--- config.mk ---
export PLATFORM = sky130hd
export DESIGN_NAME = battery_voltage_gauge_top
export DESIGN_NICKNAME = d
export VERILOG_FILES = /design/src/hdl/bvg_pkg.sv /design/src/hdl/bvg_front.sv /design/src/hdl/bvg_fifo.sv /design/src/hdl/bvg_div.sv /design/src/hdl/bvg_back.sv /design/src/hdl/battery_voltage_gauge_top.sv
export SDC_FILE = /design/constraint.sdc
export NUM_CORES = 1
export LEC_CHECK = 0
export BUFFER_PORTS_ARGS = -buffer_cell sky130_fd_sc_hd__buf_2
export CAP_MARGIN = 30
export CORE_MARGIN = 8
export CORE_UTILIZATION = 40
export CTS_CLUSTER_SIZE = 20
export DETAILED_ROUTE_END_ITERATION = 12
export REMOVE_ABC_BUFFERS = 1
export SYNTH_ARGS = -nofsm -noshare
export SYNTH_HDL_FRONTEND = slang
export SYNTH_SLANG_ARGS = --single-unit
export TNS_END_PERCENT = 5
--- constraint.sdc ---
create_clock -name clk -period 13.1 [get_ports clk]
set_input_delay 1.31 -clock clk [delete_from_list [all_inputs] [get_ports clk]]
set_output_delay 1.31 -clock clk [all_outputs]
set_load 0.02 [all_outputs]
--- src/hdl/bvg_pkg.sv ---
// ----------------------------------------------------------------------------
// bvg_pkg
// Shared widths, constants and types of the battery voltage gauge.
// ----------------------------------------------------------------------------
package bvg_pkg;

  // Field and state widths
  localparam int RawW = 12;
  localparam int SumW = 16;
  localparam int CntW = 5;
  localparam int PosW = 4;
  localparam int OhmW = 20;
  localparam int MvW  = 16;
  localparam int PctW = 7;

  // Shared divider: dividend, divisor and step counter widths
  localparam int DivW  = 32;
  localparam int DenW  = OhmW + 1;
  localparam int IterW = $clog2(DivW);

  // Conversion constants
  localparam int FullScaleMv = 1100;
  localparam int RoundAdd    = 2047;
  localparam int RawMax      = 4095;
  localparam int EmptyMv     = 3300;
  localparam int FullMv      = 4200;
  localparam int SpanMv      = 900;
  localparam int MvMax       = 65535;
  localparam int PctFull     = 100;

  // (mv - 3300) * 100 / 900 is v / 9, taken as v * 911 >> 13;
  // exact for every v below 1170
  localparam int PctRecip = 911;
  localparam int PctShift = 13;

  // Defaults
  localparam int SamplesDefault = 16;
  localparam int OhmReset       = 100000;

  // Configuration register indexes
  localparam int CfgIdxW = 1;
  typedef enum logic [CfgIdxW-1:0] {
    CFG_DIV_TOP    = 1'b0,
    CFG_DIV_BOTTOM = 1'b1
  } cfg_idx_t;

  // One finished burst handed from front to back
  typedef struct packed {
    logic [SumW-1:0] sum;
    logic [CntW-1:0] count;
  } job_t;

endpackage

--- src/hdl/bvg_front.sv ---
// ----------------------------------------------------------------------------
// bvg_front
// Accepts readings, sums the good ones and hands each finished burst on.
// ----------------------------------------------------------------------------
module bvg_front
  import bvg_pkg::*;
#(
  parameter int SAMPLES = SamplesDefault
) (
  input  logic            clk,
  input  logic            rst_n,
  input  logic            in_valid,
  output logic            in_stall,
  input  logic [RawW-1:0] in_raw_sample,
  input  logic            in_sample_ok,
  input  logic            q_full,
  output logic            push,
  output job_t            push_data
);

  localparam logic [PosW-1:0] LastPos = PosW'(SAMPLES - 1);

  logic [SumW-1:0] sum_r, sum_nxt;
  logic [CntW-1:0] cnt_r, cnt_nxt;
  logic [PosW-1:0] pos_r, pos_nxt;
  logic            accept;
  logic            last;

  // Hold readings while the queue has no room for a burst
  assign in_stall = q_full;
  assign accept   = in_valid && !q_full;
  assign last     = (pos_r == LastPos);

  // Add the reading when it is good
  always_comb begin
    sum_nxt = sum_r;
    cnt_nxt = cnt_r;
    if (in_sample_ok) begin
      sum_nxt = sum_r + SumW'(in_raw_sample);
      cnt_nxt = cnt_r + CntW'(1);
    end
    pos_nxt = pos_r + PosW'(1);
  end

  // Hand the burst totals to the queue on its last reading
  assign push            = accept && last;
  assign push_data.sum   = sum_nxt;
  assign push_data.count = cnt_nxt;

  // Advance or clear the burst accumulators
  always_ff @(posedge clk) begin
    if (!rst_n) begin
      sum_r <= '0;
      cnt_r <= '0;
      pos_r <= '0;
    end else if (accept) begin
      if (last) begin
        sum_r <= '0;
        cnt_r <= '0;
        pos_r <= '0;
      end else begin
        sum_r <= sum_nxt;
        cnt_r <= cnt_nxt;
        pos_r <= pos_nxt;
      end
    end
  end

  // Position never runs past the end of the burst
  a_pos_range: assert property (@(posedge clk) disable iff (!rst_n)
    pos_r <= LastPos)
    else $error("burst position beyond last reading");

  // Good count never exceeds readings taken so far
  a_cnt_bound: assert property (@(posedge clk) disable iff (!rst_n)
    cnt_r <= CntW'(pos_r))
    else $error("good count larger than burst position");

  // A burst is handed on only while the queue has room
  a_push_room: assert property (@(posedge clk) disable iff (!rst_n)
    push |-> !q_full)
    else $error("burst pushed into full queue");

endmodule

--- src/hdl/bvg_fifo.sv ---
// ----------------------------------------------------------------------------
// bvg_fifo
// Two-entry queue of finished bursts between front and back.
// ----------------------------------------------------------------------------
module bvg_fifo
  import bvg_pkg::*;
(
  input  logic clk,
  input  logic rst_n,
  input  logic push,
  input  job_t push_data,
  output logic full,
  input  logic pop,
  output logic pop_valid,
  output job_t pop_data
);

  localparam int Depth = 2;
  localparam int PtrW  = $clog2(Depth);

  job_t            mem_r [Depth];
  logic [PtrW-1:0] wr_ptr_r;
  logic [PtrW-1:0] rd_ptr_r;
  logic [PtrW:0]   cnt_r;

  assign full      = (cnt_r == (PtrW + 1)'(Depth));
  assign pop_valid = (cnt_r != '0);
  assign pop_data  = mem_r[rd_ptr_r];

  // Store entries
  always_ff @(posedge clk) begin
    if (push) begin
      mem_r[wr_ptr_r] <= push_data;
    end
  end

  // Advance pointers and fill level
  always_ff @(posedge clk) begin
    if (!rst_n) begin
      wr_ptr_r <= '0;
      rd_ptr_r <= '0;
      cnt_r    <= '0;
    end else begin
      if (push) begin
        wr_ptr_r <= wr_ptr_r + PtrW'(1);
      end
      if (pop) begin
        rd_ptr_r <= rd_ptr_r + PtrW'(1);
      end
      if (push && !pop) begin
        cnt_r <= cnt_r + (PtrW + 1)'(1);
      end else if (pop && !push) begin
        cnt_r <= cnt_r - (PtrW + 1)'(1);
      end
    end
  end

  // Pop only from a filled queue
  a_pop_filled: assert property (@(posedge clk) disable iff (!rst_n)
    pop |-> pop_valid)
    else $error("pop from empty queue");

  // Fill level tracks the pointer difference
  a_level: assert property (@(posedge clk) disable iff (!rst_n)
    (cnt_r == '0 || full) |-> (wr_ptr_r == rd_ptr_r))
    else $error("queue pointers disagree with level");

endmodule

--- src/hdl/bvg_div.sv ---
// ----------------------------------------------------------------------------
// bvg_div
// Restoring divider, one quotient bit per cycle, shared by the back end.
// ----------------------------------------------------------------------------
module bvg_div
  import bvg_pkg::*;
(
  input  logic            clk,
  input  logic            rst_n,
  input  logic            start,
  input  logic [DivW-1:0] dividend,
  input  logic [DenW-1:0] divisor,
  output logic            busy,
  output logic            done,
  output logic [DivW-1:0] quotient
);

  logic [DivW-1:0]  quo_r;
  logic [DenW:0]    rem_r;
  logic [DenW-1:0]  den_r;
  logic [IterW-1:0] iter_r;
  logic             busy_r;
  logic             done_r;
  logic [DenW:0]    rem_sh;
  logic             fits;
  logic             last_step;

  // Shift in the next dividend bit and try the subtraction
  assign rem_sh    = {rem_r[DenW-1:0], quo_r[DivW-1]};
  assign fits      = (rem_sh >= {1'b0, den_r});
  assign last_step = (iter_r == IterW'(DivW - 1));

  assign busy     = busy_r;
  assign done     = done_r;
  assign quotient = quo_r;

  always_ff @(posedge clk) begin
    if (!rst_n) begin
      busy_r <= 1'b0;
      done_r <= 1'b0;
    end else begin
      if (start) begin
        quo_r  <= dividend;
        rem_r  <= '0;
        den_r  <= divisor;
        iter_r <= '0;
        busy_r <= 1'b1;
        done_r <= 1'b0;
      end else if (busy_r) begin
        rem_r  <= fits ? (rem_sh - {1'b0, den_r}) : rem_sh;
        quo_r  <= {quo_r[DivW-2:0], fits};
        iter_r <= iter_r + IterW'(1);
        done_r <= last_step;
        if (last_step) begin
          busy_r <= 1'b0;
        end
      end else begin
        done_r <= 1'b0;
      end
    end
  end

  // Completion comes only out of a running division
  a_done_after_busy: assert property (@(posedge clk) disable iff (!rst_n)
    done |-> $past(busy_r))
    else $error("divider done without a running division");

endmodule

--- src/hdl/bvg_back.sv ---
// ----------------------------------------------------------------------------
// bvg_back
// Sequencer that turns a burst total into millivolts and charge percent.
// ----------------------------------------------------------------------------
module bvg_back
  import bvg_pkg::*;
(
  input  logic            clk,
  input  logic            rst_n,
  input  logic            q_valid,
  input  job_t            q_data,
  output logic            pop,
  input  logic [OhmW-1:0] div_top,
  input  logic [OhmW-1:0] div_bottom,
  output logic            out_valid,
  input  logic            out_stall,
  output logic [MvW-1:0]  out_voltage_mv,
  output logic [PctW-1:0] out_charge_percent,
  output logic            out_failed
);

  typedef enum logic [3:0] {
    S_IDLE,
    S_AVG,
    S_MUL1,
    S_DMV,
    S_MUL2,
    S_MV,
    S_PCT,
    S_OUT
  } state_t;

  state_t          state_r;
  logic            start_r;
  logic [DivW-1:0] num_r;
  logic [DenW-1:0] den_r;
  logic [RawW-1:0] avg_r;
  logic [10:0]     dmv_r;
  logic [DenW-1:0] ohm_sum_r;
  logic [OhmW-1:0] bot_r;
  logic [MvW-1:0]  mv_r;
  logic [PctW-1:0] pct_r;
  logic            fail_r;
  logic            out_valid_r;
  logic [MvW-1:0]  out_mv_r;
  logic [PctW-1:0] out_pct_r;
  logic            out_failed_r;

  logic            div_busy;
  logic            div_done;
  logic [DivW-1:0] div_quo;
  logic            out_free;
  logic [MvW-1:0]  mv_over;
  logic [DivW-1:0] dmv_sum;
  logic [DivW-1:0] pct_prod;

  bvg_div u_div (
    .clk      (clk),
    .rst_n    (rst_n),
    .start    (start_r),
    .dividend (num_r),
    .divisor  (den_r),
    .busy     (div_busy),
    .done     (div_done),
    .quotient (div_quo)
  );

  assign pop      = (state_r == S_IDLE) && q_valid;
  assign out_free = !out_valid_r || !out_stall;
  assign mv_over  = mv_r - MvW'(EmptyMv);

  // Divide by 4095 = 2^12 - 1: fold the high part back in, then shift
  assign dmv_sum  = num_r + (num_r >> RawW) + DivW'(1);

  // Charge percent by reciprocal multiply
  assign pct_prod = DivW'(mv_over) * DivW'(PctRecip);

  assign out_valid          = out_valid_r;
  assign out_voltage_mv     = out_mv_r;
  assign out_charge_percent = out_pct_r;
  assign out_failed         = out_failed_r;

  // Step through the conversion; each multiply lands in a register
  always_ff @(posedge clk) begin
    if (!rst_n) begin
      state_r     <= S_IDLE;
      start_r     <= 1'b0;
      out_valid_r <= 1'b0;
    end else begin
      if (state_r == S_OUT && out_free) begin
        out_valid_r <= 1'b1;
      end else if (out_valid_r && !out_stall) begin
        out_valid_r <= 1'b0;
      end
      case (state_r)
        S_IDLE: begin
          if (q_valid) begin
            if (q_data.count == '0) begin
              mv_r    <= '0;
              pct_r   <= '0;
              fail_r  <= 1'b1;
              state_r <= S_OUT;
            end else begin
              fail_r  <= 1'b0;
              num_r   <= DivW'(q_data.sum);
              den_r   <= DenW'(q_data.count);
              start_r <= 1'b1;
              state_r <= S_AVG;
            end
          end
        end
        S_AVG: begin
          start_r <= 1'b0;
          if (div_done) begin
            avg_r   <= div_quo[RawW-1:0];
            state_r <= S_MUL1;
          end
        end
        S_MUL1: begin
          num_r   <= DivW'(avg_r) * DivW'(FullScaleMv) + DivW'(RoundAdd);
          state_r <= S_DMV;
        end
        S_DMV: begin
          dmv_r     <= dmv_sum[RawW +: 11];
          ohm_sum_r <= DenW'(div_top) + DenW'(div_bottom);
          bot_r     <= div_bottom;
          state_r   <= S_MUL2;
        end
        S_MUL2: begin
          if (bot_r == '0) begin
            mv_r    <= MvW'(MvMax);
            state_r <= S_PCT;
          end else begin
            num_r   <= DivW'(dmv_r) * DivW'(ohm_sum_r) + DivW'(bot_r >> 1);
            den_r   <= DenW'(bot_r);
            start_r <= 1'b1;
            state_r <= S_MV;
          end
        end
        S_MV: begin
          start_r <= 1'b0;
          if (div_done) begin
            mv_r    <= (div_quo > DivW'(MvMax)) ? MvW'(MvMax) : div_quo[MvW-1:0];
            state_r <= S_PCT;
          end
        end
        S_PCT: begin
          if (mv_r <= MvW'(EmptyMv)) begin
            pct_r <= '0;
          end else if (mv_r >= MvW'(FullMv)) begin
            pct_r <= PctW'(PctFull);
          end else begin
            pct_r <= pct_prod[PctShift +: PctW];
          end
          state_r <= S_OUT;
        end
        S_OUT: begin
          if (out_free) begin
            out_mv_r     <= mv_r;
            out_pct_r    <= pct_r;
            out_failed_r <= fail_r;
            state_r      <= S_IDLE;
          end
        end
        default: begin
          state_r <= S_IDLE;
        end
      endcase
    end
  end

  // A failed burst reports zero voltage and zero charge
  a_fail_zero: assert property (@(posedge clk) disable iff (!rst_n)
    (out_valid_r && out_failed_r) |-> (out_mv_r == '0 && out_pct_r == '0))
    else $error("failed result carries nonzero values");

  // Charge percent stays within full scale
  a_pct_range: assert property (@(posedge clk) disable iff (!rst_n)
    out_valid_r |-> (out_pct_r <= PctW'(PctFull)))
    else $error("charge percent above full");

  // The divider is idle whenever no burst is in flight
  a_idle_div: assert property (@(posedge clk) disable iff (!rst_n)
    (state_r == S_IDLE || state_r == S_OUT) |-> !div_busy)
    else $error("divider running with no burst in flight");

endmodule

--- src/hdl/battery_voltage_gauge_top.sv ---
// ----------------------------------------------------------------------------
// battery_voltage_gauge_top
// Averages bursts of converter readings into battery millivolts and charge.
// ----------------------------------------------------------------------------
// Readings are accepted one per cycle; each burst of SAMPLES readings yields
// one result. After the last reading the back end runs two divisions on one
// shared 32-step divider: the average, then the divider ratio, which a zero
// bottom resistor skips; an empty burst skips both. The full-scale scaling
// and the charge percent use shift-and-add and a reciprocal multiply. A
// result can be held by out_stall. A two-entry burst queue lets the next
// burst be collected while the previous one is converted; readings stall
// only when both entries are waiting. Divider resistor writes are sampled
// when a burst's conversion reaches the ratio step.
module battery_voltage_gauge_top
  import bvg_pkg::*;
#(
  parameter int SAMPLES = SamplesDefault
) (
  input  logic               clk,
  input  logic               rst_n,
  input  logic               in_valid,
  output logic               in_stall,
  input  logic [RawW-1:0]    in_raw_sample,
  input  logic               in_sample_ok,
  output logic               out_valid,
  input  logic               out_stall,
  output logic [MvW-1:0]     out_voltage_mv,
  output logic [PctW-1:0]    out_charge_percent,
  output logic               out_failed,
  input  logic               cfg_we,
  input  logic [CfgIdxW-1:0] cfg_index,
  input  logic [OhmW-1:0]    cfg_wdata
);

  logic [OhmW-1:0] div_top_r;
  logic [OhmW-1:0] div_bottom_r;
  logic            q_full;
  logic            q_push;
  job_t            q_push_data;
  logic            q_pop;
  logic            q_valid;
  job_t            q_data;

  // Hold the divider resistor registers
  always_ff @(posedge clk) begin
    if (!rst_n) begin
      div_top_r    <= OhmW'(OhmReset);
      div_bottom_r <= OhmW'(OhmReset);
    end else if (cfg_we) begin
      case (cfg_idx_t'(cfg_index))
        CFG_DIV_TOP:    div_top_r    <= cfg_wdata;
        CFG_DIV_BOTTOM: div_bottom_r <= cfg_wdata;
        default: begin
        end
      endcase
    end
  end

  bvg_front #(
    .SAMPLES (SAMPLES)
  ) u_front (
    .clk           (clk),
    .rst_n         (rst_n),
    .in_valid      (in_valid),
    .in_stall      (in_stall),
    .in_raw_sample (in_raw_sample),
    .in_sample_ok  (in_sample_ok),
    .q_full        (q_full),
    .push          (q_push),
    .push_data     (q_push_data)
  );

  bvg_fifo u_fifo (
    .clk       (clk),
    .rst_n     (rst_n),
    .push      (q_push),
    .push_data (q_push_data),
    .full      (q_full),
    .pop       (q_pop),
    .pop_valid (q_valid),
    .pop_data  (q_data)
  );

  bvg_back u_back (
    .clk                (clk),
    .rst_n              (rst_n),
    .q_valid            (q_valid),
    .q_data             (q_data),
    .pop                (q_pop),
    .div_top            (div_top_r),
    .div_bottom         (div_bottom_r),
    .out_valid          (out_valid),
    .out_stall          (out_stall),
    .out_voltage_mv     (out_voltage_mv),
    .out_charge_percent (out_charge_percent),
    .out_failed         (out_failed)
  );

endmodule

==> qor.txt, run 1 <==
status: complete, no violations
Warnings, synthesis: 0
Clock Pin Slew Worst Setup and Hold Paths: 60 ps
crit path launch type: flip-flop
hold-fix buffers at CTS: 0
pwr/cell area: 180 nW/um^2
Num CTS Buffers: 44
reg-to-reg startpoint: u_back.mv_r[2]
hold_sp: u_back.pct_r[4]
first-pass GRT wire length: 112,000 um
H-Tree Depth: 2
Worst-Skew Late Latency: 590 ps
Worst-Margin Slew: 956 ps
final net count: 3,433
Initial DRC Count: 1,099
critical path data required time: 13,420 ps
initial antenna violation count: 1
CP arrival: 7280 ps
fin crit share: 53.2%
largest net degree at the start of global routing: 87
# rows: 99
max-slew violation count: 0
vias in the first global route: 21,300
Die Y: 286 um
Most used DFF post-synth: edfxtp_1
leakage: 14.2 nW
RePlAce Congestion: 0.885
Worst Hold Class: reg -> reg
IO Port Bufs: 64
Post-Syn Area per Cell: 10.2 sq um
CTS resizes: 0
total grt overflow: 0
clock root buffer: clkbuf_16
sequential-to-total area share from yosys stat: 34.7%
layout cells sized above 1: 7.91%
Synth Cell Area: 29,100 sq um
upper clock frequency limit: 144 MHz
max_slew headroom: 36.2%
Core ar.: 72,500 sq um
max-capacitance violation count: 0
#FFs+latches synth: 361
crit path capture type: flip-flop
Hold Fails Final Rpt: 0
ys async rst share: 0%
drt first pass iters: 6
ANT nets after route: 0
Die W: 286 um
Post-Route WL: 68,500 um
Hold Worst Slack: 408 ps
antenna cell count: 0
postcts setup bufs: 0
# DRC: 0
via count: 20,000
Top-Level Pins: 65
Min Clock Period, post-route: 6970 ps
CP max FO: 7
routed vias/inst: 5.15
Post-synth EDFFs: 284
Setup TNS: 0 ps
Starting Density: 40.1%
DIE AREA: 81,500 sq um
worst vdd ir: 0.000122 V
WL per Instance: 17.6 um
Total GRT Usage: 16.7%
critical path class: reg -> reg
Clock Skews: 22.2 ps
CTS tree: yes
Area growth syn-to-layout: 9.83%
CTS sink count: 361
unrepaired setup endpoints after global routing: false
post-DP HPWL: 53,800 um
Crit. Startpoint: u_back.mv_r[2]
cell count after synthesis: 2,854
Clock Path Buffers: 3
Distinct cells, synth: 78
final setup fails: 0
logic make-up (layout without fill, tap and decap cells):
kind of cell	after synthesis	count (layout)	share of synthesized area, %
flip-flops	361	361	34.7
buffers and inverters	540	606	7.03
adder cells (fa/ha/maj)	510	510	28.4
AND/OR/NAND/NOR	795	795	12.9
multiplexers	81	81	2.98
XOR/XNOR	146	146	4.40
AO/OA/AOI/OAI	421	421	9.69
cells in the final DEF (no fill, tap or decap), types with 8 or more instances in the layout:
cell type	Yosys	layout
a21o_1	54	54
nand4_1	15	15
o21bai_1	13	12
clkbuf_1	91	12
nor3b_1	10	9
clkbuf_16	0	44
nand2b_1	17	17
edfxtp_1	284	284
inv_1	439	439
xnor2_1	105	105
nor4_1	13	13
o221ai_1	8	8
xor2_1	41	41
ha_1	261	261
nor2_1	169	169
nor3_1	35	33
a22oi_1	14	14
a31oi_1	21	21
buf_2	4	64
nand2_1	319	319
fa_1	249	249
nand3b_1	8	8
and2_1	89	89
buf_4	1	18
a21oi_1	96	96
o211ai_1	9	9
a21boi_0	43	43
o21a_1	27	26
a211oi_1	11	11
dfxtp_1	77	76
o21ai_0	67	67
mux2i_1	36	36
o22ai_1	8	8
and3_1	17	17
mux2_2	45	45
nor2b_1	30	30
nand3_1	44	43
metal layers:
metal  GRT usage, %  part of all wire, %
met3           2.21                  4.8
met1           21.3                   44
met2           29.6                   49
met5              0                    0
met4           4.56                  2.4
synthesized netlist by cell type, types with 6 or more instances:
| library cell | count | share of area, % |
|---|---|---|
| o21ai_0 | 67 | 1.2 |
| o211ai_1 | 9 | 0.23 |
| or3_1 | 6 | 0.13 |
| nand4_1 | 15 | 0.32 |
| and2_1 | 89 | 1.9 |
| dfxtp_1 | 77 | 5.3 |
| nor3_1 | 35 | 0.60 |
| nand3_1 | 44 | 0.76 |
| nand3b_1 | 8 | 0.21 |
| inv_1 | 439 | 5.7 |
| nor2b_1 | 30 | 0.65 |
| o21a_1 | 27 | 0.70 |
| nor4_1 | 13 | 0.28 |
| o22ai_1 | 8 | 0.17 |
| a21boi_0 | 43 | 1.1 |
| nor2_1 | 169 | 2.2 |
| and3_1 | 17 | 0.37 |
| nand2_1 | 319 | 4.1 |
| a31oi_1 | 21 | 0.45 |
| nor3b_1 | 10 | 0.26 |
| ha_1 | 261 | 11 |
| xor2_1 | 41 | 1.2 |
| fa_1 | 249 | 17 |
| o221ai_1 | 8 | 0.24 |
| a311oi_1 | 6 | 0.18 |
| a21o_1 | 54 | 1.4 |
| edfxtp_1 | 284 | 29 |
| a211oi_1 | 11 | 0.28 |
| o21bai_1 | 13 | 0.34 |
| mux2i_1 | 36 | 1.2 |
| clkbuf_1 | 91 | 1.2 |
| a21oi_1 | 96 | 1.7 |
| mux2_2 | 45 | 1.7 |
| a211o_1 | 6 | 0.18 |
| a22oi_1 | 14 | 0.36 |
| xnor2_1 | 105 | 3.2 |
| nand2b_1 | 17 | 0.37 |
sequential cells by signal, indices dropped and copies added (netlist names), 20 cells and up, named ones only:
name / count
u_back.bot_r: 20
u_back.u_div.den_r: 20
u_back.ohm_sum_r: 21
u_back.u_div.rem_r: 21
u_back.den_r: 20
div_top_r: 20
u_back.num_r: 32
u_back.u_div.quotient: 32
u_fifo.mem_r: 42
div_bottom_r: 20
final timing paths:
check | endpoint | slack, ps | cells past startpoint
max | u_back.pct_r[5] | 6130 | 26
min | u_back.out_charge_percent[4] | 410 | 0
max reg2reg | u_back.pct_r[5] | 6130 | 26
min reg2reg | u_back.out_charge_percent[4] | 410 | 0
report_power, final:
| group | internal, W | total [W] | leakage, nW | switching [W] |
|---|---|---|---|---|
| Sequential | 0.00149 | 0.00165 | 3.28 | 0.000158 |
| Clock | 0.000769 | 0.00128 | 0.739 | 0.000509 |
| Combinational | 0.00113 | 0.00280 | 10.1 | 0.00167 |
layout make-up:
class                      instances  area [sq um]
clock buffer                      60          1200
clock inverter                    22           308
fill                            6795         40500
inverter                         440          1650
multi-input combinational       1953         17000
sequential                       361         10100
tap                              959          1200
timing repair buffer              84           510
critical path, cell delays in order, from the launching register on:
cell       delay (ps)
edfxtp_1          480
inv_1             160
ha_1              260
nand2b_1          120
nand4_1           140
and2_1            190
xnor2_1           420
inv_1             160
fa_1              510
inv_1              40
ha_1              310
inv_1              70
fa_1              530
inv_1              50
fa_1              500
inv_1              50
fa_1              500
inv_1              40
ha_1              300
a21o_1            160
a21oi_1           240
a21boi_0          170
a2111oi_0         460
nor3_1            200
a311o_1           400
xnor2_1           140
a21oi_1            80
through the flow:
stage	area (sq um)	power (W)	std cells	utilization (%)	setup slack, ps
floorplan	28700	0.00368	2754	-	6780
global placement	30300	0.00440	3794	41.9	6350
detailed placement	30400	0.00445	3796	41.9	6190
CTS	31900	0.00577	3878	44.0	6130
global route	31900	0.00616	3879	44.0	5710
finish	31900	0.00573	3879	44.0	6130
No activity file was read; power rests on OpenSTA's default activity.
==> run 2, diff against run 1 <==
==> constraint.sdc (replaced) <==
create_clock -name clk -period 6.43 [get_ports clk]
set_input_delay 0.643 -clock clk [delete_from_list [all_inputs] [get_ports clk]]
set_output_delay 0.643 -clock clk [all_outputs]
set_load 0.02 [all_outputs]
==> qor.txt, run 2 (synthesis gave the netlist of run 1 again) <==
Die W: 286 um (unchanged)
worst path bufs/invs: 8 (was 7)
post-DP HPWL: 54,300 um (was 53,800 um)
Setup TNS: 0 ps (unchanged)
Area growth syn-to-layout: 10.3% (was 9.83%)
post-layout instance area: 32,000 sq um (was 31,900 sq um)
Hold Worst Slack: 293 ps (was 408 ps)
critical path data required time: 6740 ps (was 13,420 ps)
vias in the first global route: 20,900 (was 21,300)
Reg power frac: 29.2% (was 28.8%)
Worst-Skew Late Latency: 570 ps (was 590 ps)
Core ar.: 72,500 sq um (unchanged)
CTS tree: yes (unchanged)
Worst Hold Class: in -> reg (was reg -> reg)
worst vdd ir: 0.000245 V (was 0.000122 V)
Most flops, register: u_fifo.mem_r (unchanged)
Top-Level Pins: 65 (unchanged)
crit path launch type: flip-flop (unchanged)
max_slew headroom: 39.0% (was 36.2%)
placed cell area: 30,600 sq um (was 30,400 sq um)
hold_sp: cfg_wdata[16] (was u_back.pct_r[4])
first-pass GRT wire length: 111,000 um (was 112,000 um)
final setup fails: 0 (unchanged)
upper clock frequency limit: 162 MHz (was 144 MHz)
Cell Int Power: 0.00677 W (was 0.00339 W)
Clock Path Buffers: 3 (unchanged)
Num CTS Buffers: 43 (was 44)
# rows: 99 (unchanged)
ANT nets after route: 0 (unchanged)
max-slew violation count: 0 (unchanged)
reg-to-reg startpoint: u_back.mv_r[2] (unchanged)
IO Port Bufs: 64 (unchanged)
status: complete, no violations (unchanged)
final net count: 3,460 (was 3,433)
largest net degree at the start of global routing: 74 (was 87)
leakage: 14.2 nW (about the same)
Crit path top cell by count: inv_1 (unchanged)
H-Tree Depth: 2 (unchanged)
via count: 20,000 (about the same)
Comb power frac: 50.0% (was 48.9%)
Initial DRC Count: 1,040 (was 1,099)
Clock power frac: 20.8% (was 22.3%)
drt first pass iters: 6 (unchanged)
Hold Fails Final Rpt: 0 (unchanged)
CP arrival: 6470 ps (was 7280 ps)
DIE AREA: 81,500 sq um (unchanged)
CP delay by family, top: adder cells (unchanged)
pwr/cell area: 359 nW/um^2 (was 180 nW/um^2)
max-capacitance violation count: 0 (unchanged)
WL per Instance: 17.5 um (was 17.6 um)
Starting Density: 40.1% (unchanged)
Worst-Margin Slew: 915 ps (was 956 ps)
layout cells sized above 1: 8.96% (was 7.91%)
clock root buffer: clkbuf_16 (unchanged)
Crit. Startpoint: u_back.mv_r[2] (unchanged)
Final Util: 44.2% (was 44.0%)
Die Y: 286 um (unchanged)
Clock Pin Slew Worst Setup and Hold Paths: 60 ps (about the same)
Slowest-stage cell, CP: fa_1 (unchanged)
RePlAce Congestion: 0.892 (was 0.885)
commonest non-fill, non-tap cell in the layout: inv_1 (unchanged)
initial antenna violation count: 0 (was 1)
most frequent cells in the layout: inv_1, nand2_1, edfxtp_1, ha_1, fa_1 (unchanged)
critical path class: reg -> reg (unchanged)
routed vias/inst: 5.12 (was 5.15)
CP max FO: 3 (was 7)
Post-Route WL: 68,200 um (was 68,500 um)
Clock Skews: 18.4 ps (was 22.2 ps)
Net Sw Frac: 41.1% (was 40.8%)
crit path capture type: flip-flop (unchanged)
P_sw: 0.00473 W (was 0.00234 W)
antenna cell count: 0 (unchanged)
Min Clock Period, post-route: 6160 ps (was 6970 ps)
total grt overflow: 0 (unchanged)
CTS sink count: 361 (unchanged)
Fillers: 6,847 (was 6,795)
fin crit share: 95.9% (was 53.2%)
Largest register FFs: 42 (unchanged)
Final Non-Filler Cells: 3,904 (was 3,879)
Total GRT Usage: 16.6% (was 16.7%)
# DRC: 0 (unchanged)
Worst path max stage delay: 530 ps (about the same)
placed cell count: 3,821 (was 3,796)
==> run 2: changes by cell type in the layout (fill, tap and decap cells not counted), sizes merged <==
cell           delta
buf              +27
inv               -4
clkinv            +2
clkdlybuf4s15     +1
clkinvlp          +4
bufinv            -5
==> run 2: final cells by class <==
type | count | area, sq um | share of cell area (%)
flip-flops and latches | 361 | 10100 | 31.4
inverters | 440 | 1650 | 5.15
well taps | 959 | 1200 | 3.74
repair buffers | 112 | 728 | 2.27
clock inverters | 19 | 139 | 0.433
clock buffers | 60 | 1240 | 3.88
multi-input cells | 1953 | 17000 | 53.1
==> run 2: power groups by stage <==
| stage | sequential, W | clock, W | combinational, W |
|---|---|---|---|
| after floorplan | 0.00328 | 0 | 0.00421 |
| after global placement | 0.00340 | 0 | 0.00558 |
| after detailed placement | 0.00340 | 0 | 0.00567 |
| after CTS | 0.00336 | 0.00245 | 0.00573 |
| after global routing | 0.00339 | 0.00254 | 0.00642 |
| final | 0.00336 | 0.00239 | 0.00575 |
==> run 2: tightest hold or removal path: cells and delay by family <==
kind	cells	cell delay [ps]
buffers and inverters	1	80
AND/OR/NAND/NOR	2	100
==> run 2: per-stage QoR <==
step	power [W]	worst slack, ps
2_1_floorplan	0.00750	112
3_3_place_gp	0.00898	181
6_report	0.0115	265
3_5_place_dp	0.00908	-22.5
5_1_grt	0.0124	-48.2
4_1_cts	0.0115	30.3
==> run 2: worst paths after layout <==
path | endpoint | slack, ps | cells past startpoint
hold reg to reg | u_back.out_charge_percent[6] | 410 | 0
setup / recovery | u_back.pct_r[6] | 270 | 26
setup reg to reg | u_back.pct_r[6] | 270 | 26
hold / removal | div_bottom_r[16] | 290 | 3
==> run 2: metal layers <==
metal	track usage [%]	part of all wire, %
met4	3.86	2.0
met2	28.8	49
met5	0	0
met3	2.21	4.3
met1	22.0	45
==> run 2: repair_timing <==
item / CTS / global route
buffers inserted: 0 / 3
setup endpoints to repair: 1 / 4
hold buffers: 0 / 0
hold endpoints to repair: 0 / 0
resized for setup: 1 / 8
pin swaps: 0 / 3
